==> config.mk <==
export PLATFORM = sky130hd
export DESIGN_NAME = hex_color_string_parser_unit_flat
export DESIGN_NICKNAME = d
export VERILOG_FILES = /design/src/sv/hcsp_pkg.sv /design/src/sv/hcsp_if.sv /design/src/sv/hcsp_front.sv /design/src/sv/hcsp_back.sv /design/src/sv/hex_color_string_parser_unit.sv /design/src/flat_wrapper.sv
export SDC_FILE = /design/constraint.sdc
export NUM_CORES = 1
export LEC_CHECK = 0
export ABC_AREA = 1
export BUFFER_PORTS_ARGS = -buffer_cell sky130_fd_sc_hd__buf_2
export CAP_MARGIN = 20
export CELL_PAD_IN_SITES_DETAIL_PLACEMENT = 0
export CELL_PAD_IN_SITES_GLOBAL_PLACEMENT = 1
export CORE_ASPECT_RATIO = 0.6
export CORE_MARGIN = 5
export CORE_UTILIZATION = 45
export DETAILED_ROUTE_END_ITERATION = 12
export GPL_TIMING_DRIVEN = 0
export PLACE_DENSITY = 0.81
export SYNTH_ARGS = -nofsm -noshare
export SYNTH_HDL_FRONTEND = slang
export SYNTH_SLANG_ARGS = --single-unit
==> constraint.sdc <==
create_clock -name clk -period 5.6 [get_ports clk]
set_input_delay 1.68 -clock clk [delete_from_list [all_inputs] [get_ports clk]]
set_output_delay 1.68 -clock clk [all_outputs]
set_load 0.005 [all_outputs]
==> src/sv/hcsp_pkg.sv <==
`timescale 1ns / 1ps
`default_nettype none
package hcsp_pkg;

	localparam int MAX_DIGITS  = 16;
	localparam int QUEUE_DEPTH = 2;
	localparam int QPTR_W      = $clog2(QUEUE_DEPTH);
	localparam int QCNT_W      = $clog2(QUEUE_DEPTH + 1);
	localparam int POS_W       = 5;

	localparam logic [7:0]       HASH_CHAR = 8'h23;
	localparam logic [POS_W-1:0] POS_MAX   = 5'd31;

	typedef enum logic [2:0] {
		ST_OK        = 3'd0,
		ST_NO_HASH   = 3'd1,
		ST_BAD_COUNT = 3'd2,
		ST_NON_HEX   = 3'd3,
		ST_TOO_LONG  = 3'd4
	} status_t;

	// one classified character as it travels from front to back
	typedef struct packed {
		logic [3:0] nibble;
		logic       is_hex;
		logic       is_hash;
		logic       last;
	} char_class_t;

	// queue head as seen by the back end
	typedef struct packed {
		logic        valid;
		char_class_t item;
	} queue_head_t;

endpackage
`default_nettype wire

==> src/sv/hcsp_if.sv <==
`timescale 1ns / 1ps
`default_nettype none
interface hcsp_char_if;
	logic       valid;
	logic       ready;
	logic [7:0] char_code;
	logic       end_of_spec;

	modport source (output valid, output char_code, output end_of_spec, input ready);
	modport sink (input valid, input char_code, input end_of_spec, output ready);
endinterface

interface hcsp_result_if;
	logic        valid;
	logic        ready;
	logic [2:0]  status;
	logic [15:0] red;
	logic [15:0] green;
	logic [15:0] blue;
	logic [15:0] alpha;
	logic        had_alpha;

	modport source (
		output valid, output status, output red, output green, output blue,
		output alpha, output had_alpha, input ready
	);
	modport sink (
		input valid, input status, input red, input green, input blue,
		input alpha, input had_alpha, output ready
	);
endinterface
`default_nettype wire

==> src/sv/hcsp_front.sv <==
`timescale 1ns / 1ps
`default_nettype none
module hcsp_front (
	input  wire                  clk,
	input  wire                  arst_n,
	hcsp_char_if.sink            char_in,
	output hcsp_pkg::queue_head_t head,
	input  wire                  pop
);

	hcsp_pkg::char_class_t                   entry_q [hcsp_pkg::QUEUE_DEPTH];
	logic [hcsp_pkg::QPTR_W-1:0]             wr_ptr_q;
	logic [hcsp_pkg::QPTR_W-1:0]             rd_ptr_q;
	logic [hcsp_pkg::QCNT_W-1:0]             cnt_q;
	hcsp_pkg::char_class_t                   cls;
	logic                                    push;
	logic                                    do_pop;
	logic [7:0]                              ch;

	assign ch = char_in.char_code;

	always_comb begin
		cls.nibble  = 4'd0;
		cls.is_hex  = 1'b0;
		cls.is_hash = (ch == hcsp_pkg::HASH_CHAR);
		cls.last    = char_in.end_of_spec;
		if (ch >= 8'h30 && ch <= 8'h39) begin
			cls.nibble = 4'(ch - 8'h30);
			cls.is_hex = 1'b1;
		end else if (ch >= 8'h61 && ch <= 8'h66) begin
			cls.nibble = 4'(ch - 8'h57);
			cls.is_hex = 1'b1;
		end else if (ch >= 8'h41 && ch <= 8'h46) begin
			cls.nibble = 4'(ch - 8'h37);
			cls.is_hex = 1'b1;
		end
	end

	assign char_in.ready = (cnt_q != hcsp_pkg::QCNT_W'(hcsp_pkg::QUEUE_DEPTH));
	assign push          = char_in.valid && char_in.ready;
	assign do_pop        = pop && (cnt_q != '0);

	assign head.valid = (cnt_q != '0);
	assign head.item  = entry_q[rd_ptr_q];

	always_ff @(posedge clk) begin
		if (push) begin
			entry_q[wr_ptr_q] <= cls;
		end
	end

	always_ff @(posedge clk or negedge arst_n) begin
		if (!arst_n) begin
			wr_ptr_q <= '0;
			rd_ptr_q <= '0;
			cnt_q    <= '0;
		end else begin
			if (push) begin
				wr_ptr_q <= wr_ptr_q + 1'b1;
			end
			if (do_pop) begin
				rd_ptr_q <= rd_ptr_q + 1'b1;
			end
			if (push && !do_pop) begin
				cnt_q <= cnt_q + 1'b1;
			end else if (!push && do_pop) begin
				cnt_q <= cnt_q - 1'b1;
			end
		end
	end

endmodule
`default_nettype wire

==> src/sv/hcsp_back.sv <==
`timescale 1ns / 1ps
`default_nettype none
module hcsp_back (
	input  wire                        clk,
	input  wire                        arst_n,
	input  wire hcsp_pkg::queue_head_t head,
	output logic                       pop,
	hcsp_result_if.source              result_out
);

	localparam int MAX_DIGITS = hcsp_pkg::MAX_DIGITS;
	localparam int IW         = $clog2(MAX_DIGITS);
	localparam int POS_W      = hcsp_pkg::POS_W;

	logic [3:0]       store_q [MAX_DIGITS];
	logic [POS_W-1:0] pos_q;
	logic             hash_q;
	logic             bad_q;

	logic             pend_s1;
	logic [2:0]       per_s1;
	logic             alpha_s1;
	hcsp_pkg::status_t status_s1;

	logic             out_v_q;
	logic [2:0]       status_q;
	logic [15:0]      red_q, green_q, blue_q, alpha_q;
	logic             had_alpha_q;

	logic             take, s1_move;
	hcsp_pkg::char_class_t it;
	logic [POS_W-1:0] idx_w, pos_inc, count;
	logic             hash_n, bad_n;
	logic [2:0]       per_n;
	logic             alpha_n;
	hcsp_pkg::status_t status_n;
	logic [15:0]      red_w, green_w, blue_w, alpha_w;

	assign it      = head.item;
	assign s1_move = pend_s1 && (!out_v_q || result_out.ready);
	assign take    = head.valid && (!pend_s1 || s1_move);
	assign pop     = take;

	assign idx_w   = pos_q - 1'b1;
	assign pos_inc = (pos_q == hcsp_pkg::POS_MAX) ? pos_q : pos_q + 1'b1;
	assign count   = pos_inc - 1'b1;
	assign hash_n  = (pos_q == '0) ? it.is_hash : hash_q;
	assign bad_n   = bad_q || ((pos_q != '0) && !it.is_hex);

	// digits per channel; zero marks a length with no colour form
	always_comb begin
		per_n   = 3'd0;
		alpha_n = 1'b0;
		case (count)
			5'd3:    per_n = 3'd1;
			5'd6:    per_n = 3'd2;
			5'd9:    per_n = 3'd3;
			5'd12:   per_n = 3'd4;
			5'd4:    begin per_n = 3'd1; alpha_n = 1'b1; end
			5'd8:    begin per_n = 3'd2; alpha_n = 1'b1; end
			5'd16:   begin per_n = 3'd4; alpha_n = 1'b1; end
			default: per_n = 3'd0;
		endcase
		if (!hash_n) begin
			status_n = hcsp_pkg::ST_NO_HASH;
		end else if (count > POS_W'(MAX_DIGITS)) begin
			status_n = hcsp_pkg::ST_TOO_LONG;
		end else if (per_n == 3'd0) begin
			status_n = hcsp_pkg::ST_BAD_COUNT;
		end else if (bad_n) begin
			status_n = hcsp_pkg::ST_NON_HEX;
		end else begin
			status_n = hcsp_pkg::ST_OK;
		end
	end

	always_ff @(posedge clk) begin
		if (take && pos_q != '0 && idx_w < POS_W'(MAX_DIGITS)) begin
			store_q[idx_w[IW-1:0]] <= it.is_hex ? it.nibble : 4'd0;
		end
	end

	always_ff @(posedge clk or negedge arst_n) begin
		if (!arst_n) begin
			pos_q   <= '0;
			hash_q  <= 1'b0;
			bad_q   <= 1'b0;
			pend_s1 <= 1'b0;
		end else begin
			if (take) begin
				if (it.last) begin
					pos_q  <= '0;
					hash_q <= 1'b0;
					bad_q  <= 1'b0;
				end else begin
					pos_q  <= pos_inc;
					hash_q <= hash_n;
					bad_q  <= bad_n;
				end
			end
			if (take && it.last) begin
				pend_s1 <= 1'b1;
			end else if (s1_move) begin
				pend_s1 <= 1'b0;
			end
		end
	end

	always_ff @(posedge clk) begin
		if (take && it.last) begin
			per_s1    <= per_n;
			alpha_s1  <= alpha_n;
			status_s1 <= status_n;
		end
	end

	// channel expansion: every form reads the store at fixed places
	always_comb begin
		case (per_s1)
			3'd1: begin
				red_w   = {4{store_q[0]}};
				green_w = {4{store_q[1]}};
				blue_w  = {4{store_q[2]}};
				alpha_w = {4{store_q[3]}};
			end
			3'd2: begin
				red_w   = {2{store_q[0], store_q[1]}};
				green_w = {2{store_q[2], store_q[3]}};
				blue_w  = {2{store_q[4], store_q[5]}};
				alpha_w = {2{store_q[6], store_q[7]}};
			end
			3'd3: begin
				red_w   = {store_q[0], store_q[1], store_q[2], store_q[0]};
				green_w = {store_q[3], store_q[4], store_q[5], store_q[3]};
				blue_w  = {store_q[6], store_q[7], store_q[8], store_q[6]};
				alpha_w = {store_q[9], store_q[10], store_q[11], store_q[9]};
			end
			3'd4: begin
				red_w   = {store_q[0], store_q[1], store_q[2], store_q[3]};
				green_w = {store_q[4], store_q[5], store_q[6], store_q[7]};
				blue_w  = {store_q[8], store_q[9], store_q[10], store_q[11]};
				alpha_w = {store_q[12], store_q[13], store_q[14], store_q[15]};
			end
			default: begin
				red_w   = 16'd0;
				green_w = 16'd0;
				blue_w  = 16'd0;
				alpha_w = 16'd0;
			end
		endcase
	end

	always_ff @(posedge clk or negedge arst_n) begin
		if (!arst_n) begin
			out_v_q <= 1'b0;
		end else if (s1_move) begin
			out_v_q <= 1'b1;
		end else if (result_out.ready) begin
			out_v_q <= 1'b0;
		end
	end

	always_ff @(posedge clk) begin
		if (s1_move) begin
			status_q <= status_s1;
			if (status_s1 == hcsp_pkg::ST_OK) begin
				red_q       <= red_w;
				green_q     <= green_w;
				blue_q      <= blue_w;
				alpha_q     <= alpha_s1 ? alpha_w : 16'hFFFF;
				had_alpha_q <= alpha_s1;
			end else begin
				red_q       <= 16'd0;
				green_q     <= 16'd0;
				blue_q      <= 16'd0;
				alpha_q     <= 16'd0;
				had_alpha_q <= 1'b0;
			end
		end
	end

	assign result_out.valid     = out_v_q;
	assign result_out.status    = status_q;
	assign result_out.red       = red_q;
	assign result_out.green     = green_q;
	assign result_out.blue      = blue_q;
	assign result_out.alpha     = alpha_q;
	assign result_out.had_alpha = had_alpha_q;

`ifndef ASSERT_OFF
	a_stall_holds_intake: assert property (@(posedge clk) disable iff (!arst_n)
		pend_s1 && out_v_q && !result_out.ready |-> !take)
		else $error("char taken while pending result is blocked");

	a_spec_end_clears: assert property (@(posedge clk) disable iff (!arst_n)
		take && it.last |=> pos_q == '0 && !hash_q && !bad_q && pend_s1)
		else $error("spec state not cleared after last char");

	a_no_bad_at_start: assert property (@(posedge clk) disable iff (!arst_n)
		pos_q == '0 |-> !bad_q)
		else $error("bad digit flag set before any digit");

	a_fail_zero: assert property (@(posedge clk) disable iff (!arst_n)
		out_v_q && status_q != hcsp_pkg::ST_OK |->
		red_q == 16'd0 && alpha_q == 16'd0 && !had_alpha_q)
		else $error("failed result carries colour data");

	a_result_follows_pend: assert property (@(posedge clk) disable iff (!arst_n)
		$rose(out_v_q) |-> $past(pend_s1))
		else $error("result issued without pending spec");
`endif

endmodule
`default_nettype wire

==> src/sv/hex_color_string_parser_unit.sv <==
`timescale 1ns / 1ps
`default_nettype none
// Hex colour spec parser. Characters of a spec ('#' then hex digits) arrive one per beat
// on char_in, the final one flagged by end_of_spec; one result beat follows on result_out
// with status and the four channels widened to 16 bits (3/6/9/12 digits give RGB with
// alpha 0xFFFF, 4/8/16 give RGBA). A character is taken every cycle while char_in.ready is
// high: a two-entry queue after the classifier feeds the back end, which updates the digit
// store and counters for each character it takes. On the last character the length and
// status are registered in a holding stage, from which the channels are expanded into
// the output register. If a finished result is not taken, the back end still takes the
// next spec up to its last character, whose status waits in the holding stage; only then
// does it stop, and the queue absorbs two more before char_in.ready falls.
module hex_color_string_parser_unit (
	input  wire           clk,
	input  wire           arst_n,
	hcsp_char_if.sink     char_in,
	hcsp_result_if.source result_out
);

	hcsp_pkg::queue_head_t head;
	logic                  pop;

	hcsp_front u_front (
		.clk     (clk),
		.arst_n  (arst_n),
		.char_in (char_in),
		.head    (head),
		.pop     (pop)
	);

	hcsp_back u_back (
		.clk        (clk),
		.arst_n     (arst_n),
		.head       (head),
		.pop        (pop),
		.result_out (result_out)
	);

endmodule
`default_nettype wire
==> src/flat_wrapper.sv <==
// flat-port wrapper written by rule: the top's interface ports become plain ports
module hex_color_string_parser_unit_flat 
  (clk, arst_n, char_in_valid, char_in_char_code, char_in_end_of_spec, char_in_ready, result_out_valid, result_out_status, result_out_red, result_out_green, result_out_blue, result_out_alpha, result_out_had_alpha, result_out_ready);
  hcsp_char_if char_in_i ();
  hcsp_result_if result_out_i ();
  input  wire clk;
  input  wire arst_n;
  input wire logic [$bits(char_in_i.valid)-1:0] char_in_valid;
  input wire logic [$bits(char_in_i.char_code)-1:0] char_in_char_code;
  input wire logic [$bits(char_in_i.end_of_spec)-1:0] char_in_end_of_spec;
  output wire logic [$bits(char_in_i.ready)-1:0] char_in_ready;
  output wire logic [$bits(result_out_i.valid)-1:0] result_out_valid;
  output wire logic [$bits(result_out_i.status)-1:0] result_out_status;
  output wire logic [$bits(result_out_i.red)-1:0] result_out_red;
  output wire logic [$bits(result_out_i.green)-1:0] result_out_green;
  output wire logic [$bits(result_out_i.blue)-1:0] result_out_blue;
  output wire logic [$bits(result_out_i.alpha)-1:0] result_out_alpha;
  output wire logic [$bits(result_out_i.had_alpha)-1:0] result_out_had_alpha;
  input wire logic [$bits(result_out_i.ready)-1:0] result_out_ready;
  assign char_in_i.valid = char_in_valid;
  assign char_in_i.char_code = char_in_char_code;
  assign char_in_i.end_of_spec = char_in_end_of_spec;
  assign char_in_ready = char_in_i.ready;
  assign result_out_valid = result_out_i.valid;
  assign result_out_status = result_out_i.status;
  assign result_out_red = result_out_i.red;
  assign result_out_green = result_out_i.green;
  assign result_out_blue = result_out_i.blue;
  assign result_out_alpha = result_out_i.alpha;
  assign result_out_had_alpha = result_out_i.had_alpha;
  assign result_out_i.ready = result_out_ready;
  hex_color_string_parser_unit u_core (.clk(clk), .arst_n(arst_n), .char_in(char_in_i), .result_out(result_out_i));
endmodule
==> results.toml, run 1 <==
[final_layout]
stdcell_area_um2 = 8570
fillers = 1365
drive_above_1_share_pct = 18.7
multi_input_area_um2 = 1960
stdcell_count = 946
post-route-util_pct = 53.5
nets = 747
n_antenna_cell = 0
syn_to_final_growth_pct = 18.1
register_area_um2 = 4920

[worst_setup_path]
regToRegSetupSlack_ns = 2.90
cpPeakStageDelay_ns = 0.45
worst_ep_required_time_ns = 5.67
crit_family = "simple AND/OR/NAND/NOR gates"
path_max_fanout = 9
critPathArrivalTime_ns = 3.32
worstPathCellList = "buf_2, inv_1, nand3_1, o21ai_1, nor3_1, nand2_1, nor2_1"
crit_slowest_cell = "nor3_1"
crit_path_start_kind = "primary input"
crit_path_end_kind = "flip-flop"
cp_num_buf_inv = 2
rr_startpoint = "u_core.u_back.pos_q[0]"
worstRegToRegCells = 7
crit_type = "in2reg"
r2r_end = "u_core.u_back.store_q[4][3]"

[yosys]
yosys.cell_count.top_type = "edfxtp_1"
ys.flop_type = "edfxtp_1"
synth.distinct_cells = 36
ys_seq_area_share_pct = 67.7
synthesis.instances = 620
ys_seq_elements = 166
yosys.area.top_type = "edfxtp_1"
ys_warn_count = 0
synth-edff-count = 153
synth_area_per_cell_um2 = 11.7
synth_area_leaders = "edfxtp_1 (63%), a221oi_1 (6.3%), dfrtp_1 (4.5%), nor2_1 (4.2%), nand2_1 (3.9%)"
netlist.area_leader.share_pct = 63.3
async_flop_share_pct = 7.83
synth_common_cells = "edfxtp_1 (153), nor2_1 (82), nand2_1 (76)"
syn-num-nets = 643
netlist_area_um2 = 7260

[cts]
clock_latency_ns = 0.43
numCtsBuffers = 17
post_cts.repair.setup_buffers = 0
cts_max_level = 4
cts_sinks = 166
clk_pin_slew_worst_paths_ns = 0.07
clockBufferDepth = 2
postCtsHoldBufs = 0
cts_tree = "done"
cts_root_buf = "clkbuf_16"
post_cts_resize_count = 0

[worst_hold_path]
whs_path_depth = 0
holdCritStartpoint = "u_core.u_back.status_s1[2]"
holdPathEnd = "u_core.u_back.result_out.status[2]"
holdCritPathClass = "reg2reg"

[global_routing]
grt_pass1_wl_um = 29300
grt_max_degree = 33
grt_usage_pct = 20.6
overflow = 0
antenna_found_initial = 1
grt_pass1_vias = 5203

[power]
peakVddDrop_mv = 0.258
fin_total_pwr_mw = 4.96
power_density_nw_per_um2 = 579
p_leak_nw = 3.39

[floorplanning]
rows = 36
ioPinCount = 83
initial_core_util_pct = 45.3
dieArea_um2 = 18900
die_h_um = 108
core_um2 = 16000
die_x_um = 174

[place]
placed_cells = 913
routabilityCongestion = 0.927
place_area_um2 = 7990
dpl.hpwl_um = 13900
portBuffers = 82

[detailed_routing]
via_per_inst = 5.72
first_pass_iters = 5
drc_errors = 0
vias = 5413
routed_wl_um = 19100
ant_nets = 0
drtIter0Drc = 563
wl_per_cell_um = 20.2

[sta]
fin_skew_ns = 0.0100
drv_slew = 0
timing.final.hold_violations = 0
grt_setup_unrepaired = "no"
whs_ns = 0.455
fmax_ghz = 0.308
period_minus_slack_ns = 3.25
worst_pin_slew_ns = 1.13
setup_violations = 0
period_share_pct = 58.0
relSlewSlack_pct = 24.1

[outcome]
status = "completed"

[job]
drv_cap = 0
-- layer usage --
metal	up-vias	wire length, µm	GRT usage (%)
met1	2595	8840	30.8
met5	-	13	0
li1	2461	-	-
met4	2	324	6.72
met3	39	2200	6.46
met2	316	7760	28.5
-- flip-flops by register name, summed over array words and instances (netlist names), 2 cells and up --
name                             cells
u_core.u_back.pos_q                  5
u_core.u_back.status_s1              3
u_core.u_back.store_q               64
u_core.u_front.cnt_q                 2
u_core.u_back.per_s1                 3
u_core.u_back.result_out.green      16
u_core.u_back.result_out.blue       16
u_core.u_back.result_out.status      3
u_core.u_back.result_out.red        16
u_core.u_front.entry_q              14
u_core.u_back.result_out.alpha      16
-- layout make-up --
| cell class | instances | area share [%] |
|---|---|---|
| multi-input cells | 351 | 22.9 |
| clock inverters | 15 | 1.77 |
| inverters | 76 | 3.33 |
| flip-flops and latches | 166 | 57.4 |
| repair buffers | 85 | 5.40 |
| well taps | 209 | 3.05 |
| clock buffers | 17 | 4.96 |
| plain buffers | 27 | 1.27 |
-- report_power, final --
part,switching (mW),leakage (nW),internal [mW]
Combinational,1.23,1.49,0.576
Sequential,0.142,1.62,1.87
Clock,0.549,0.280,0.597
Total,1.92,3.39,3.04
-- placed cells by master (no fill, tap or decap), types with 2 or more instances in the layout --
cell,instances
inv_6,5
o21ai_1,2
inv_8,6
nor2_4,2
clkbuf_16,17
buf_1,3
o21ai_2,2
a221oi_1,52
xnor2_1,3
nor4_1,2
ha_1,10
nand3_1,19
nor2_1,82
nand4_1,3
nand2_2,5
edfxtp_1,153
nor2_2,2
clkinvlp_4,2
o22ai_1,31
a21oi_1,26
clkbuf_1,20
inv_1,74
buf_2,85
inv_2,2
nor3_1,9
o21ai_0,13
nand2_1,76
dfrtp_1,13
-- worst register-to-register path: cells and delay by family, from the launching register on --
| family | cells | cell delay (ns) |
|---|---|---|
| fa+ha+maj | 1 | 0.29 |
| buf+inv | 2 | 0.31 |
| simple gates | 4 | 1.23 |
| flops | 1 | 0.53 |
-- worst max-delay path by stage --
| stage | endpoint | slack, ns | cells past startpoint | from |
|---|---|---|---|---|
| finish | u_core.u_back.store_q[4][3] | 2.35 | 7 | result_out_ready |
| global route | u_core.u_back.store_q[8][3] | 2.23 | 7 | result_out_ready |
| global placement | u_core.u_back.result_out.blue[3] | -1.21 | 3 | result_out_ready |
| CTS | u_core.u_back.store_q[8][0] | 2.37 | 7 | result_out_ready |
| detailed placement | u_core.u_back.store_q[8][2] | 1.94 | 7 | result_out_ready |
| floorplan | u_core.u_back.result_out.alpha[0] | 0.06 | 2 | result_out_ready |
-- logic make-up (layout without fill, tap and decap cells) --
| logic type | count (synthesis) | after routing | share of synthesized area, % |
|---|---|---|---|
| AOI/OAI and AO/OA | 129 | 129 | 12.3 |
| xor gates and xnor gates | 4 | 4 | 0.483 |
| adders and majority gates | 10 | 10 | 1.72 |
| buffers and inverters | 103 | 220 | 5.43 |
| DFF | 166 | 166 | 67.7 |
| muxes | 1 | 1 | 0.138 |
| and+or+nand+nor | 207 | 207 | 12.2 |
-- per-stage QoR --
stage / TNS [ns] / setup slack, ns
5_1_grt: 0 / 2.23
4_1_cts: 0 / 2.37
3_3_place_gp: -81.83 / -1.21
6_report: 0 / 2.35
2_1_floorplan: 0 / 0.0610
3_5_place_dp: 0 / 1.94
No activity file was read; power rests on OpenSTA's default activity.
==> inputs of run 2 (changes only) <==
--- a/config.mk
+++ b/config.mk
@@ -12,10 +12,10 @@
 export CELL_PAD_IN_SITES_GLOBAL_PLACEMENT = 1
 export CORE_ASPECT_RATIO = 0.6
 export CORE_MARGIN = 5
-export CORE_UTILIZATION = 45
+export CORE_UTILIZATION = 42
 export DETAILED_ROUTE_END_ITERATION = 12
 export GPL_TIMING_DRIVEN = 0
-export PLACE_DENSITY = 0.81
+export PLACE_DENSITY = 0.79
 export SYNTH_ARGS = -nofsm -noshare
 export SYNTH_HDL_FRONTEND = slang
 export SYNTH_SLANG_ARGS = --single-unit
==> constraint.sdc (replaced) <==
create_clock -name clk -period 2.85 [get_ports clk]
set_input_delay 0.855 -clock clk [delete_from_list [all_inputs] [get_ports clk]]
set_output_delay 0.855 -clock clk [all_outputs]
set_load 0.005 [all_outputs]
==> run 2 against run 1 <==
Count of clock-buffer cells in the layout unchanged. Combinational power increased by 97%. Worst hold slack got worse by 0.15 ns. Largest cell class unchanged. Worst setup slack got worse by 2.2 ns. Highest routed layer is now met4. Die area increased by 6.6%. Critical path depth unchanged. Register-to-register slack got worse by 2.7 ns. Sequential power increased by 96%. Sequential share of layout area decreased by 0.32 points.
==> results.toml, run 2 (synthesized netlist as in run 1, its figures left out) <==
[place]
portBuffers = 82
place_area_um2 = 8020
dpl.hpwl_um = 14100
placed_cells = 938
routabilityCongestion = 0.895
pre_cts_ws_ns = 0.0126

[worst_setup_path]
path_max_fanout = 8
worst_ep_required_time_ns = 2.91
crit_path_end_kind = "flip-flop"
crit_path_start_kind = "flip-flop"
crit_family = "simple AND/OR/NAND/NOR gates"
critPathArrivalTime_ns = 2.73
cpPeakStageDelay_ns = 0.50
crit_slowest_cell = "dfrtp_1"
worstPathCellList = "inv_1, ha_1, nand3_1, inv_1, nor3_1, nand2_1, nor2_1"
cpMostUsedCell = "inv_1"
crit_type = "reg2reg"
cp_num_buf_inv = 2

[cts]
postCtsHoldBufs = 0
cts_max_level = 4
post_cts.repair.setup_buffers = 0
clk_pin_slew_worst_paths_ns = 0.07
numCtsBuffers = 17
cts_root_buf = "clkbuf_16"
clockBufferDepth = 2
cts_tree = "done"
post_cts_resize_count = 0
clock_latency_ns = 0.43
cts_sinks = 166

[final_layout]
largest_reg_flops = 64
layout.cells.most_common = "edfxtp_1"
fillers = 1528
layout_common_cells = "edfxtp_1 (153), buf_2 (85), nor2_1 (82)"
nets = 748
stdcell_area_um2 = 8620
stdcell_count = 971
n_antenna_cell = 0
drive_above_1_share_pct = 18.7
syn_to_final_growth_pct = 18.7

[power]
p_comb_share_pct = 36.3
power.share.clock_pct = 23.6
fin_total_pwr_mw = 9.81
netSwitchingPower_mw = 3.69
peakVddDrop_mv = 0.520
seq_power_share_pct = 40.1
p_int_mw = 6.12
power_density_nw_per_um2 = 1140
swShare_pct = 37.6
p_leak_nw = 3.40

[sta]
setup_violations = 0
layout_setup_ws_ns = 0.185
grt_setup_unrepaired = "no"
fmax_ghz = 0.375
finalSetupTns_ns = 0
period_minus_slack_ns = 2.67
timing.final.hold_violations = 0
period_share_pct = 93.5
drv_slew = 0
relSlewSlack_pct = 48.8
fin_skew_ns = 0.0116
worst_pin_slew_ns = 0.765

[detailed_routing]
ant_nets = 0
vias = 5270
drc_errors = 0
wl_per_cell_um = 19.5
first_pass_iters = 7
routed_wl_um = 18900
drtIter0Drc = 491
via_per_inst = 5.43

[job]
drv_cap = 0

[global_routing]
antenna_found_initial = 0
grt_usage_pct = 19.0
grt_max_degree = 38
grt_pass1_vias = 5123
overflow = 0
grt_pass1_wl_um = 29500

[worst_hold_path]
holdCritPathClass = "in2async"

[floorplanning]
ioPinCount = 83
dieArea_um2 = 20100
rows = 37
die_x_um = 180
core_um2 = 17000
initial_core_util_pct = 42.6
die_h_um = 112

[outcome]
status = "completed"
-- run 2: power by group through the flow --
stage / logic, mW / registers, mW / clock network, mW
after floorplan: 2.16 / 3.98 / 0
after global placement: 3.41 / 3.97 / 0
after detailed placement: 3.52 / 3.98 / 0
after CTS: 3.54 / 3.93 / 2.34
after global routing: 3.95 / 4.00 / 2.45
final: 3.56 / 3.93 / 2.32
-- run 2: metrics by stage --
| stage | hold slack (ns) | utilization (%) |
|---|---|---|
| 2_1_floorplan | 0.427 | - |
| 3_3_place_gp | 0.441 | 46.8 |
| 3_5_place_dp | 0.440 | 47.1 |
| 4_1_cts | 0.310 | 50.6 |
| 5_1_grt | 0.319 | 50.6 |
| 6_report | 0.308 | 50.6 |
-- run 2: path summary, 6_finish.rpt --
check | slack (ns) | start | end | depth (start not counted)
setup reg to reg | 0.18 | u_core.u_back.pos_q[0] | u_core.u_back.store_q[8][0] | 7
min in group clk | 0.46 | u_core.u_back.status_s1[1] | u_core.u_back.result_out.status[1] | 0
hold / removal | 0.31 | arst_n | u_core.u_back.result_out.valid | 1
hold reg to reg | 0.46 | u_core.u_back.status_s1[1] | u_core.u_back.result_out.status[1] | 0
setup / recovery | 0.18 | u_core.u_back.pos_q[0] | u_core.u_back.store_q[8][0] | 7
max in group asynchronous | 2.31 | arst_n | u_core.u_back.hash_q | 1
-- run 2: cell type report --
class	instances	area, µm²	area share, %
Timing Repair Buffer	86	468	5.43
Clock inverter	14	164	1.90
Multi-Input combinational cell	351	1960	22.7
Tap cell	234	293	3.40
Sequential cell	166	4920	57.1
Clock buffer	17	425	4.93
Buffer	27	109	1.26
Inverter	76	285	3.31
-- run 2: worst reg2reg max path, delay by kind of cell (launching register included) --
kind	cells	cell delay, ns
fa+ha+maj	1	0.29
buf+inv	2	0.30
flops	1	0.50
simple gates	4	1.20
-- run 2: layer usage --
layer  up-vias  wire, µm  GRT usage (%)
met5         -         0              0
met4         0       152           4.82
met3        18      1810           5.00
met2       250      7590           25.2
met1      2543      9380           30.3
li1       2459         -              -
